<file path="src/design/pidmf_pkg.sv">
// shared types, constants and the per-mode operation table of the pid controller
`default_nettype none

package pidmf_pkg;

	localparam int GAIN_W       = 16;
	localparam int MODE_W       = 3;
	localparam int DRIVE_W      = 2;
	localparam int CFG_IDX_W    = 3;
	localparam int OP_IDX_W     = 2;
	localparam int DRIVE_BIAS   = 90;
	// drive_state times DRIVE_BIAS spans -180..90
	localparam int BIAS_W       = 9;
	// series form inner sum saturates at this width, or at its natural width if that is smaller
	localparam int SERIES_SAT_W = 48;

	localparam logic [MODE_W-1:0] MODE_INCR   = 3'd0;
	localparam logic [MODE_W-1:0] MODE_POS    = 3'd1;
	localparam logic [MODE_W-1:0] MODE_BIAS   = 3'd2;
	localparam logic [MODE_W-1:0] MODE_SERIES = 3'd3;
	localparam logic [MODE_W-1:0] MODE_PDM    = 3'd4;

	localparam logic [CFG_IDX_W-1:0] REG_MODE      = 3'd0;
	localparam logic [CFG_IDX_W-1:0] REG_GAIN_P    = 3'd1;
	localparam logic [CFG_IDX_W-1:0] REG_GAIN_I    = 3'd2;
	localparam logic [CFG_IDX_W-1:0] REG_GAIN_D    = 3'd3;
	localparam logic [CFG_IDX_W-1:0] REG_OUT_MAX   = 3'd4;
	localparam logic [CFG_IDX_W-1:0] REG_OUT_MIN   = 3'd5;
	localparam logic [CFG_IDX_W-1:0] REG_INTEG_MAX = 3'd6;
	localparam logic [CFG_IDX_W-1:0] REG_INTEG_MIN = 3'd7;

	// gain select
	localparam logic [1:0] GSEL_P = 2'd0;
	localparam logic [1:0] GSEL_I = 2'd1;
	localparam logic [1:0] GSEL_D = 2'd2;

	// multiplier operand select
	localparam logic [2:0] OSEL_ERR   = 3'd0;
	localparam logic [2:0] OSEL_DE1   = 3'd1;
	localparam logic [2:0] OSEL_DE2   = 3'd2;
	localparam logic [2:0] OSEL_SUM   = 3'd3;
	localparam logic [2:0] OSEL_MEAS  = 3'd4;
	localparam logic [2:0] OSEL_DMEAS = 3'd5;
	localparam logic [2:0] OSEL_INNER = 3'd6;

	// what the accumulator does with the shifted product
	localparam logic [1:0] DST_ADD   = 2'd0;
	localparam logic [1:0] DST_INTEG = 2'd1;
	localparam logic [1:0] DST_SET   = 2'd2;

	typedef struct packed {
		logic [1:0] gsel;
		logic [2:0] osel;
		logic [1:0] dst;
		logic       last;
	} op_t;

	// mode must already be folded to 0..4
	function automatic op_t op_decode(input logic [MODE_W-1:0] mode,
		input logic [OP_IDX_W-1:0] idx);
		op_t op;
		op = '{gsel: GSEL_P, osel: OSEL_ERR, dst: DST_ADD, last: 1'b1};
		case (mode)
			MODE_INCR: begin
				case (idx)
					2'd0: op = '{gsel: GSEL_P, osel: OSEL_DE1, dst: DST_ADD, last: 1'b0};
					2'd1: op = '{gsel: GSEL_I, osel: OSEL_ERR, dst: DST_ADD, last: 1'b0};
					default: op = '{gsel: GSEL_D, osel: OSEL_DE2, dst: DST_ADD, last: 1'b1};
				endcase
			end
			MODE_SERIES: begin
				case (idx)
					2'd0: op = '{gsel: GSEL_I, osel: OSEL_SUM, dst: DST_INTEG, last: 1'b0};
					2'd1: op = '{gsel: GSEL_D, osel: OSEL_DE1, dst: DST_ADD, last: 1'b0};
					default: op = '{gsel: GSEL_P, osel: OSEL_INNER, dst: DST_SET, last: 1'b1};
				endcase
			end
			MODE_PDM: begin
				case (idx)
					2'd0: op = '{gsel: GSEL_P, osel: OSEL_MEAS, dst: DST_ADD, last: 1'b0};
					default: op = '{gsel: GSEL_D, osel: OSEL_DMEAS, dst: DST_ADD, last: 1'b1};
				endcase
			end
			default: begin
				// positional, with or without drive bias
				case (idx)
					2'd0: op = '{gsel: GSEL_I, osel: OSEL_SUM, dst: DST_INTEG, last: 1'b0};
					2'd1: op = '{gsel: GSEL_P, osel: OSEL_ERR, dst: DST_ADD, last: 1'b0};
					default: op = '{gsel: GSEL_D, osel: OSEL_DE1, dst: DST_ADD, last: 1'b1};
				endcase
			end
		endcase
		return op;
	endfunction

endpackage

`default_nettype wire

</file>
<file path="src/design/pidmf_mul.sv">
// shared signed gain multiplier with registered product and fractional shift
`default_nettype none

module pidmf_mul #(
	parameter int OP_W = 34,
	parameter int FRAC = 8
) (
	input  logic                                      clk,
	input  logic                                      en,
	input  logic signed [pidmf_pkg::GAIN_W-1:0]       gain,
	input  logic signed [OP_W-1:0]                    operand,
	output logic signed [OP_W+pidmf_pkg::GAIN_W-1:0]  term
);

	logic signed [OP_W+pidmf_pkg::GAIN_W-1:0] prod_s1;

	always_ff @(posedge clk) begin
		if (en) begin
			prod_s1 <= gain * operand;
		end
	end

	// floor rounding of the q-format product
	assign term = prod_s1 >>> FRAC;

endmodule

`default_nettype wire

</file>
<file path="src/design/pid_controller_multi_form.sv">
// Multi-form PID controller: one sample word in, one clamped control word out. The mode
// register picks incremental, positional, positional with drive bias, series, or PD on the
// measurement (codes 5 to 7 act as positional). All gain products go through one shared
// 16-bit by OP_W-bit multiplier, one term at a time: each term has a multiply step, then a
// shift and accumulate step. An item runs three terms in incremental mode, a saturating
// error sum step and then three terms in the positional and series modes, and two terms in
// PD-on-measurement mode; the result is loaded into the output register as the block leaves
// its done state. The output register lets the next word enter while a result
// still waits; a finished result waits for that register to drain. Configuration writes
// are taken at any time but must only be issued while the block is idle.
`default_nettype none

module pid_controller_multi_form #(
	parameter int DATA_WIDTH     = 16,
	parameter int GAIN_FRAC_BITS = 8,
	parameter int SUM_WIDTH      = 32,
	localparam int CFG_W = (DATA_WIDTH > pidmf_pkg::GAIN_W) ? DATA_WIDTH : pidmf_pkg::GAIN_W,
	localparam int IN_W  = ((2 * DATA_WIDTH + pidmf_pkg::DRIVE_W + 7) / 8) * 8,
	localparam int OUT_W = ((DATA_WIDTH + 7) / 8) * 8
) (
	input  logic                            clk,
	input  logic                            arst_n,
	input  logic                            s_tvalid,
	output logic                            s_tready,
	// target, measured, drive_state, zero fill
	input  logic [IN_W-1:0]                 s_tdata,
	output logic                            m_tvalid,
	input  logic                            m_tready,
	// control_out, zero fill
	output logic [OUT_W-1:0]                m_tdata,
	// clamped
	output logic                            m_tuser,
	input  logic                            cfg_we,
	input  logic [pidmf_pkg::CFG_IDX_W-1:0] cfg_index,
	input  logic [CFG_W-1:0]                cfg_data
);

	localparam int DW        = DATA_WIDTH;
	localparam int GW        = pidmf_pkg::GAIN_W;
	localparam int E_W       = DW + 1;
	localparam int DE1_W     = E_W + 1;
	localparam int DE2_W     = E_W + 2;
	localparam int INNER_NAT = DW + GW + 2;
	localparam int INNER_W   = (INNER_NAT < pidmf_pkg::SERIES_SAT_W) ? INNER_NAT
		: pidmf_pkg::SERIES_SAT_W;
	localparam int OP_W      = (SUM_WIDTH > INNER_W) ? SUM_WIDTH : INNER_W;
	localparam int TERM_W    = OP_W + GW;
	localparam int ACC_W     = TERM_W + 2;
	localparam int ADD_W     = ((E_W > pidmf_pkg::BIAS_W) ? E_W : pidmf_pkg::BIAS_W) + 1;
	localparam int SUMX_W    = ((SUM_WIDTH > ADD_W) ? SUM_WIDTH : ADD_W) + 1;

	localparam int ST_W = 3;
	localparam logic [ST_W-1:0] ST_IDLE = 3'd0;
	localparam logic [ST_W-1:0] ST_SUM  = 3'd1;
	localparam logic [ST_W-1:0] ST_MUL  = 3'd2;
	localparam logic [ST_W-1:0] ST_ACC  = 3'd3;
	localparam logic [ST_W-1:0] ST_DONE = 3'd4;

	// configuration
	logic [pidmf_pkg::MODE_W-1:0] mode_q;
	logic signed [GW-1:0]         gain_p_q, gain_i_q, gain_d_q;
	logic signed [DW-1:0]         out_max_q, out_min_q, integ_max_q, integ_min_q;

	// controller state
	logic signed [DW-1:0]        last_out_q, prev_q;
	logic signed [E_W-1:0]       last_err_q, prior_err_q;
	logic signed [SUM_WIDTH-1:0] sum_q;

	// item being worked on
	logic signed [DW-1:0]                  meas_q;
	logic signed [pidmf_pkg::DRIVE_W-1:0]  drive_q;
	logic signed [E_W-1:0]                 err_q;
	logic signed [ACC_W-1:0]               acc_q;

	logic [ST_W-1:0]                 state_q;
	logic [pidmf_pkg::OP_IDX_W-1:0]  op_q;

	logic                 m_valid_q;
	logic [DW-1:0]        ctrl_q;
	logic                 clip_q;

	logic [pidmf_pkg::MODE_W-1:0] mode_n;
	pidmf_pkg::op_t               op;
	logic                         accept, out_free, done_go;

	logic signed [DW-1:0]  in_tgt, in_meas;
	logic signed [E_W-1:0] in_err;

	logic signed [DE1_W-1:0]   de1;
	logic signed [DE2_W-1:0]   de2;
	logic signed [DW:0]        dmeas;
	logic                      inner_ovf;
	logic signed [INNER_W-1:0] inner;

	logic signed [GW-1:0]     mul_gain;
	logic signed [OP_W-1:0]   mul_opnd;
	logic signed [TERM_W-1:0] term;
	logic signed [DW-1:0]     integ;

	logic signed [pidmf_pkg::BIAS_W-1:0] bias;
	logic signed [ADD_W-1:0]             sum_add;
	logic signed [SUMX_W-1:0]            sumx;
	logic                                sum_ovf;
	logic signed [SUM_WIDTH-1:0]         sum_next;

	logic signed [DW-1:0] rslt;
	logic                 rslt_clip;

	assign mode_n = (mode_q > pidmf_pkg::MODE_PDM) ? pidmf_pkg::MODE_POS : mode_q;
	assign op     = pidmf_pkg::op_decode(mode_n, op_q);

	assign s_tready = (state_q == ST_IDLE);
	assign accept   = s_tvalid && s_tready;
	assign out_free = !m_valid_q || m_tready;
	assign done_go  = (state_q == ST_DONE) && out_free;

	assign in_tgt  = s_tdata[DW-1:0];
	assign in_meas = s_tdata[2*DW-1:DW];
	assign in_err  = E_W'(in_tgt) - E_W'(in_meas);

	// difference terms
	assign de1   = DE1_W'(err_q) - DE1_W'(last_err_q);
	assign de2   = DE2_W'(err_q) - (DE2_W'(last_err_q) <<< 1) + DE2_W'(prior_err_q);
	assign dmeas = (DW + 1)'(meas_q) - (DW + 1)'(prev_q);

	// series inner sum held in the accumulator, saturated before the last product
	assign inner_ovf = (|acc_q[ACC_W-1:INNER_W-1]) && !(&acc_q[ACC_W-1:INNER_W-1]);
	assign inner = inner_ovf ? {acc_q[ACC_W-1], {(INNER_W - 1){~acc_q[ACC_W-1]}}}
		: acc_q[INNER_W-1:0];

	always_comb begin
		case (op.gsel)
			pidmf_pkg::GSEL_I: mul_gain = gain_i_q;
			pidmf_pkg::GSEL_D: mul_gain = gain_d_q;
			default:           mul_gain = gain_p_q;
		endcase
	end

	always_comb begin
		case (op.osel)
			pidmf_pkg::OSEL_DE1:   mul_opnd = OP_W'(de1);
			pidmf_pkg::OSEL_DE2:   mul_opnd = OP_W'(de2);
			pidmf_pkg::OSEL_SUM:   mul_opnd = OP_W'(sum_q);
			pidmf_pkg::OSEL_MEAS:  mul_opnd = OP_W'(meas_q);
			pidmf_pkg::OSEL_DMEAS: mul_opnd = OP_W'(dmeas);
			pidmf_pkg::OSEL_INNER: mul_opnd = OP_W'(inner);
			default:               mul_opnd = OP_W'(err_q);
		endcase
	end

	pidmf_mul #(
		.OP_W (OP_W),
		.FRAC (GAIN_FRAC_BITS)
	) u_mul (
		.clk     (clk),
		.en      (state_q == ST_MUL),
		.gain    (mul_gain),
		.operand (mul_opnd),
		.term    (term)
	);

	// integral term clamp, upper limit tested first
	always_comb begin
		if (term > TERM_W'(integ_max_q)) begin
			integ = integ_max_q;
		end else if (term < TERM_W'(integ_min_q)) begin
			integ = integ_min_q;
		end else begin
			integ = term[DW-1:0];
		end
	end

	// saturating error sum
	assign bias = (mode_n == pidmf_pkg::MODE_BIAS)
		? pidmf_pkg::BIAS_W'(drive_q * pidmf_pkg::DRIVE_BIAS) : '0;
	assign sum_add  = ADD_W'(err_q) + ADD_W'(bias);
	assign sumx     = SUMX_W'(sum_q) + SUMX_W'(sum_add);
	assign sum_ovf  = (|sumx[SUMX_W-1:SUM_WIDTH-1]) && !(&sumx[SUMX_W-1:SUM_WIDTH-1]);
	assign sum_next = sum_ovf ? {sumx[SUMX_W-1], {(SUM_WIDTH - 1){~sumx[SUMX_W-1]}}}
		: sumx[SUM_WIDTH-1:0];

	// output clamp, upper limit tested first
	always_comb begin
		rslt_clip = 1'b1;
		if (acc_q > ACC_W'(out_max_q)) begin
			rslt = out_max_q;
		end else if (acc_q < ACC_W'(out_min_q)) begin
			rslt = out_min_q;
		end else begin
			rslt      = acc_q[DW-1:0];
			rslt_clip = 1'b0;
		end
	end

	always_ff @(posedge clk or negedge arst_n) begin
		if (!arst_n) begin
			mode_q      <= pidmf_pkg::MODE_POS;
			gain_p_q    <= '0;
			gain_i_q    <= '0;
			gain_d_q    <= '0;
			out_max_q   <= {1'b0, {(DW - 1){1'b1}}};
			out_min_q   <= {1'b1, {(DW - 1){1'b0}}};
			integ_max_q <= {1'b0, {(DW - 1){1'b1}}};
			integ_min_q <= {1'b1, {(DW - 1){1'b0}}};
			last_out_q  <= '0;
			prev_q      <= '0;
			last_err_q  <= '0;
			prior_err_q <= '0;
			sum_q       <= '0;
			state_q     <= ST_IDLE;
			op_q        <= '0;
			m_valid_q   <= 1'b0;
		end else begin
			if (cfg_we) begin
				case (cfg_index)
					pidmf_pkg::REG_MODE:      mode_q      <= cfg_data[pidmf_pkg::MODE_W-1:0];
					pidmf_pkg::REG_GAIN_P:    gain_p_q    <= cfg_data[GW-1:0];
					pidmf_pkg::REG_GAIN_I:    gain_i_q    <= cfg_data[GW-1:0];
					pidmf_pkg::REG_GAIN_D:    gain_d_q    <= cfg_data[GW-1:0];
					pidmf_pkg::REG_OUT_MAX:   out_max_q   <= cfg_data[DW-1:0];
					pidmf_pkg::REG_OUT_MIN:   out_min_q   <= cfg_data[DW-1:0];
					pidmf_pkg::REG_INTEG_MAX: integ_max_q <= cfg_data[DW-1:0];
					pidmf_pkg::REG_INTEG_MIN: integ_min_q <= cfg_data[DW-1:0];
					default: ;
				endcase
			end

			case (state_q)
				ST_IDLE: begin
					if (s_tvalid) begin
						op_q <= '0;
						if (mode_n == pidmf_pkg::MODE_INCR || mode_n == pidmf_pkg::MODE_PDM) begin
							state_q <= ST_MUL;
						end else begin
							state_q <= ST_SUM;
						end
					end
				end
				ST_SUM: begin
					sum_q   <= sum_next;
					state_q <= ST_MUL;
				end
				ST_MUL: begin
					state_q <= ST_ACC;
				end
				ST_ACC: begin
					if (op.last) begin
						state_q <= ST_DONE;
					end else begin
						op_q    <= op_q + pidmf_pkg::OP_IDX_W'(1);
						state_q <= ST_MUL;
					end
				end
				ST_DONE: begin
					if (out_free) begin
						state_q    <= ST_IDLE;
						last_out_q <= rslt;
						if (mode_n == pidmf_pkg::MODE_PDM) begin
							prev_q <= meas_q;
						end else begin
							prev_q      <= last_out_q;
							prior_err_q <= last_err_q;
							last_err_q  <= err_q;
						end
					end
				end
				default: begin
					state_q <= ST_IDLE;
				end
			endcase

			if (done_go) begin
				m_valid_q <= 1'b1;
			end else if (m_tready) begin
				m_valid_q <= 1'b0;
			end
		end
	end

	always_ff @(posedge clk) begin
		if (accept) begin
			meas_q  <= in_meas;
			drive_q <= s_tdata[2*DW+pidmf_pkg::DRIVE_W-1:2*DW];
			err_q   <= in_err;
			case (mode_n)
				pidmf_pkg::MODE_INCR:   acc_q <= ACC_W'(last_out_q);
				pidmf_pkg::MODE_SERIES: acc_q <= ACC_W'(in_err);
				default:                acc_q <= '0;
			endcase
		end else if (state_q == ST_ACC) begin
			case (op.dst)
				pidmf_pkg::DST_INTEG: acc_q <= acc_q + ACC_W'(integ);
				pidmf_pkg::DST_SET:   acc_q <= ACC_W'(term);
				default:              acc_q <= acc_q + ACC_W'(term);
			endcase
		end
		if (done_go) begin
			ctrl_q <= rslt;
			clip_q <= rslt_clip;
		end
	end

	assign m_tvalid = m_valid_q;
	assign m_tdata  = OUT_W'(ctrl_q);
	assign m_tuser  = clip_q;

	a_busy_after_accept: assert property (@(posedge clk) disable iff (!arst_n)
		s_tvalid && s_tready |=> !s_tready)
		else $error("ready stayed high right after a word was taken");

	a_op_in_range: assert property (@(posedge clk) disable iff (!arst_n)
		(state_q == ST_ACC) |-> (op_q <= pidmf_pkg::OP_IDX_W'(2)))
		else $error("operation index ran past the end of its sequence");

	a_result_from_done: assert property (@(posedge clk) disable iff (!arst_n)
		$rose(m_valid_q) |-> ($past(state_q) == ST_DONE))
		else $error("result register loaded outside the final step");

	a_done_waits: assert property (@(posedge clk) disable iff (!arst_n)
		(state_q == ST_DONE) && m_valid_q && !m_tready |=> (state_q == ST_DONE))
		else $error("finished result dropped while the output was stalled");

endmodule

`default_nettype wire

</file>
<file path="config.mk">
export PLATFORM = sky130hd
export DESIGN_NAME = pid_controller_multi_form
export DESIGN_NICKNAME = d
export VERILOG_FILES = /design/src/design/pidmf_pkg.sv /design/src/design/pidmf_mul.sv /design/src/design/pid_controller_multi_form.sv
export SDC_FILE = /design/constraint.sdc
export NUM_CORES = 2
export LEC_CHECK = 0
export BUFFER_PORTS_ARGS = -buffer_cell sky130_fd_sc_hd__buf_4
export CORE_MARGIN = 1.5
export CORE_UTILIZATION = 40
export DETAILED_ROUTE_END_ITERATION = 16
export MAX_ROUTING_LAYER = met4
export PLACE_DENSITY = 0.64
export SYNTH_ARGS = -nofsm -noshare
export SYNTH_HDL_FRONTEND = slang
export SYNTH_SLANG_ARGS = --single-unit
</file>
<file path="constraint.sdc">
create_clock -name clk -period 13.1 [get_ports clk]
set_clock_uncertainty 0.15 [all_clocks]
set_input_delay 1.31 -clock clk [delete_from_list [all_inputs] [get_ports clk]]
set_output_delay 1.31 -clock clk [all_outputs]
set_load 0.01 [all_outputs]
</file>
==> results.toml <==
[hold_path]
hp-class = "flop to flop"
worstHoldPathCells = 2
hp-start = "prior_err_q[13]$_DFFE_PN0P_"
hold_path_end = "prior_err_q[13]$_DFFE_PN0P_"

[drt]
drc = 0
drt_iter0_drc = 3099
drt-met1-wl_um = 59100
dr_wl_met2_um = 65700
vias = 37799
antenna_left = 0
routed_wl_um = 142000
first_pass_iters = 6
drt-wirelength-per-cell_um = 20.7
routed.top_layer = "met4"
met3_length_um = 11100
drt-vias-per-instance = 5.54

[sta]
finalWorstSetupSlack_ns = 1.34
tightest_slew_ns = 1.34
slew_headroom = 0.0940
period_needed_ns = 11.76
slew_violations = 0
rsz0062_at_grt = "false"
hold_viol = 0
fmax_mhz = 85.0
setup_viol = 0
finalCritPeriodShare = 0.898
tns_ns = 0

[placed_design]
port_buffers = 76
hpwl_um = 113000
gp_congestion = 0.978
post-place-cells = 6748
pre_cts_ws_ns = 1.49

[global_route]
antenna_found_initial = 2
track_usage = 0.245
gr-total-overflow = 0
grt_pass1_wl_um = 222000
grt_max_degree = 83
first_global_vias = 37632

[critical_path]
cp_max_fo = 8
worstSetupPathType = "flop to flop"
worstPathRequired_ns = 13.29
path_common_cell = "fa_1"
arrival_ns = 11.95
cp_slowest_cell = "a2111oi_0"
r2r_start = "err_q[1]$_DFFE_PP_"
r2r-end = "u_mul.prod_s1[46]$_DFFE_PP_"
rrSetupSlack_ns = 1.34
critPathLaunchType = "flop"
worst_path_largest_cell_delay_ns = 0.71
endpoint_kind = "flop"
r2r.worst_path.cells = 39

[clocking]
htree_levels = 2
clock-sinks = 365
clk_latency_ns = 0.60
cts.repair.resized = 0
cts_tree = "yes"
cts-root-buf = "clkbuf_16"
cts_buffers = 41
cts.clk_slew.worst_paths_ns = 0.07
post_cts_buffers = 0
hold_buffers = 0
cts_max_path_buffers = 3

[floorplanning]
num_io_pins = 83
fp.dieArea_sq_um = 120000
rows = 125
initial_core_util = 0.404
core-area_sq_um = 116000
dieWidth_um = 346
die_h_um = 346

[layout]
mostFrequentLayoutCells = "846 x inv_1, 578 x nand2_1, 566 x fa_1"
area_growth_pct = 8.59
layout.nets = 6355
fin_cells = 6827
layout-drive-gt1-share = 0.0860
final_common_cell = "inv_1"

[synth]
yosysSeqAreaShare = 0.211
async_reset_ff_frac = 0.600
synth-seq-cells = 365
syn_nets = 6317
synth_top_area_share = 0.241
syn_area_sq_um = 47100
yosys.area.top_type = "fa_1"
synthCells = 5229
yosys_warnings = 0
synth_cell_type_count = 84
syn-mean-instance-area_sq_um = 9.00
synth_edf_count = 146
yosys_most_used_dff = "dfrtp_1"
synthTopCellsByArea = "fa_1 24%, ha_1 12%, dfrtp_1 9.9%"

[outcome]
status = "finished clean"

[run]
maxCapViolCount = 0
-- final cells by class --
class | count | area (sq um)
diodes | 3 | 7.51
clock buffers | 52 | 1150
clock inverters | 24 | 256
fillers | 11334 | 65300
inverters | 848 | 3180
multi-input cells | 3842 | 33400
flip-flops and latches | 365 | 9910
well taps | 1524 | 1910
repair buffers | 169 | 1280
-- kinds of logic (layout without fill, tap and decap cells) --
| group | count (synthesis) | after routing | synth area share |
|---|---|---|---|
| simple gates | 1411 | 1411 | 0.132 |
| compound gates | 1064 | 1064 | 0.141 |
| fa+ha+maj | 1027 | 1027 | 0.363 |
| buf+inv | 1022 | 1093 | 0.0820 |
| flops | 365 | 365 | 0.211 |
| mux | 174 | 174 | 0.0403 |
| xor+xnor | 166 | 166 | 0.0311 |
| other cells | 0 | 3 | 0 |
-- through the flow --
| step | instance area, sq um | hold slack, ns | utilization |
|---|---|---|---|
| 2_1_floorplan | 47100 | 0.300 | - |
| 3_3_place_gp | 49700 | 0.312 | 0.427 |
| 3_5_place_dp | 49700 | 0.320 | 0.427 |
| 4_1_cts | 51100 | 0.333 | 0.439 |
| 5_1_grt | 51100 | 0.346 | 0.439 |
| 6_report | 51100 | 0.329 | 0.439 |
-- cell usage after synthesis (all sizes together) (58+ instances only) --
| master | number |
|---|---|
| inv | 848 |
| nand2 | 580 |
| fa | 566 |
| ha | 458 |
| nor2 | 437 |
| o21ai | 355 |
| a21oi | 274 |
| dfrtp | 186 |
| clkbuf | 151 |
| edfxtp | 146 |
| mux2 | 123 |
| a21o | 106 |
| xnor2 | 99 |
| xor2 | 67 |
| nor2b | 58 |
-- layer usage --
layer,global-route usage,up-vias
li1,-,17434
met1,0.318,18818
met2,0.384,1269
met3,0.0459,278
met4,0.0849,0
met5,-,-
-- flip-flops by register name (all words and copies together) (netlist names), 3 cells and up --
name,count
prev_q,16
gain_p_q,16
integ_max_q,16
sum_q,32
gain_i_q,16
gain_d_q,16
u_mul.prod_s1,42
err_q,17
out_max_q,16
acc_q,52
out_min_q,16
integ_min_q,16
state_q,3
m_tdata,16
prior_err_q,17
last_out_q,16
mode_q,3
last_err_q,17
meas_q,16
-- worst max-delay path, delay by kind of cell, from the launching register on --
kind,cells,cell delay (ns)
AO/OA/AOI/OAI,14,4.40
XOR/XNOR,1,0.14
adder cells (fa/ha/maj),9,4.10
buffers and inverters,6,0.43
flip-flops,1,0.54
multiplexers,1,0.16
AND/OR/NAND/NOR,8,1.55
-- worst max path at each step --
stage,start,to,depth (start not counted)
after detailed placement,err_q[1]$_DFFE_PP_,u_mul.prod_s1[46]$_DFFE_PP_,39
after global placement,err_q[1]$_DFFE_PP_,u_mul.prod_s1[46]$_DFFE_PP_,39
after CTS,err_q[1]$_DFFE_PP_,u_mul.prod_s1[46]$_DFFE_PP_,39
after floorplan,err_q[2]$_DFFE_PP_,u_mul.prod_s1[46]$_DFFE_PP_,42
final,err_q[1]$_DFFE_PP_,u_mul.prod_s1[46]$_DFFE_PP_,39
after global routing,err_q[1]$_DFFE_PP_,u_mul.prod_s1[46]$_DFFE_PP_,39
Power is not shown: default switching activity piles up to over one toggle a cycle in this logic, so the estimate is an artifact.
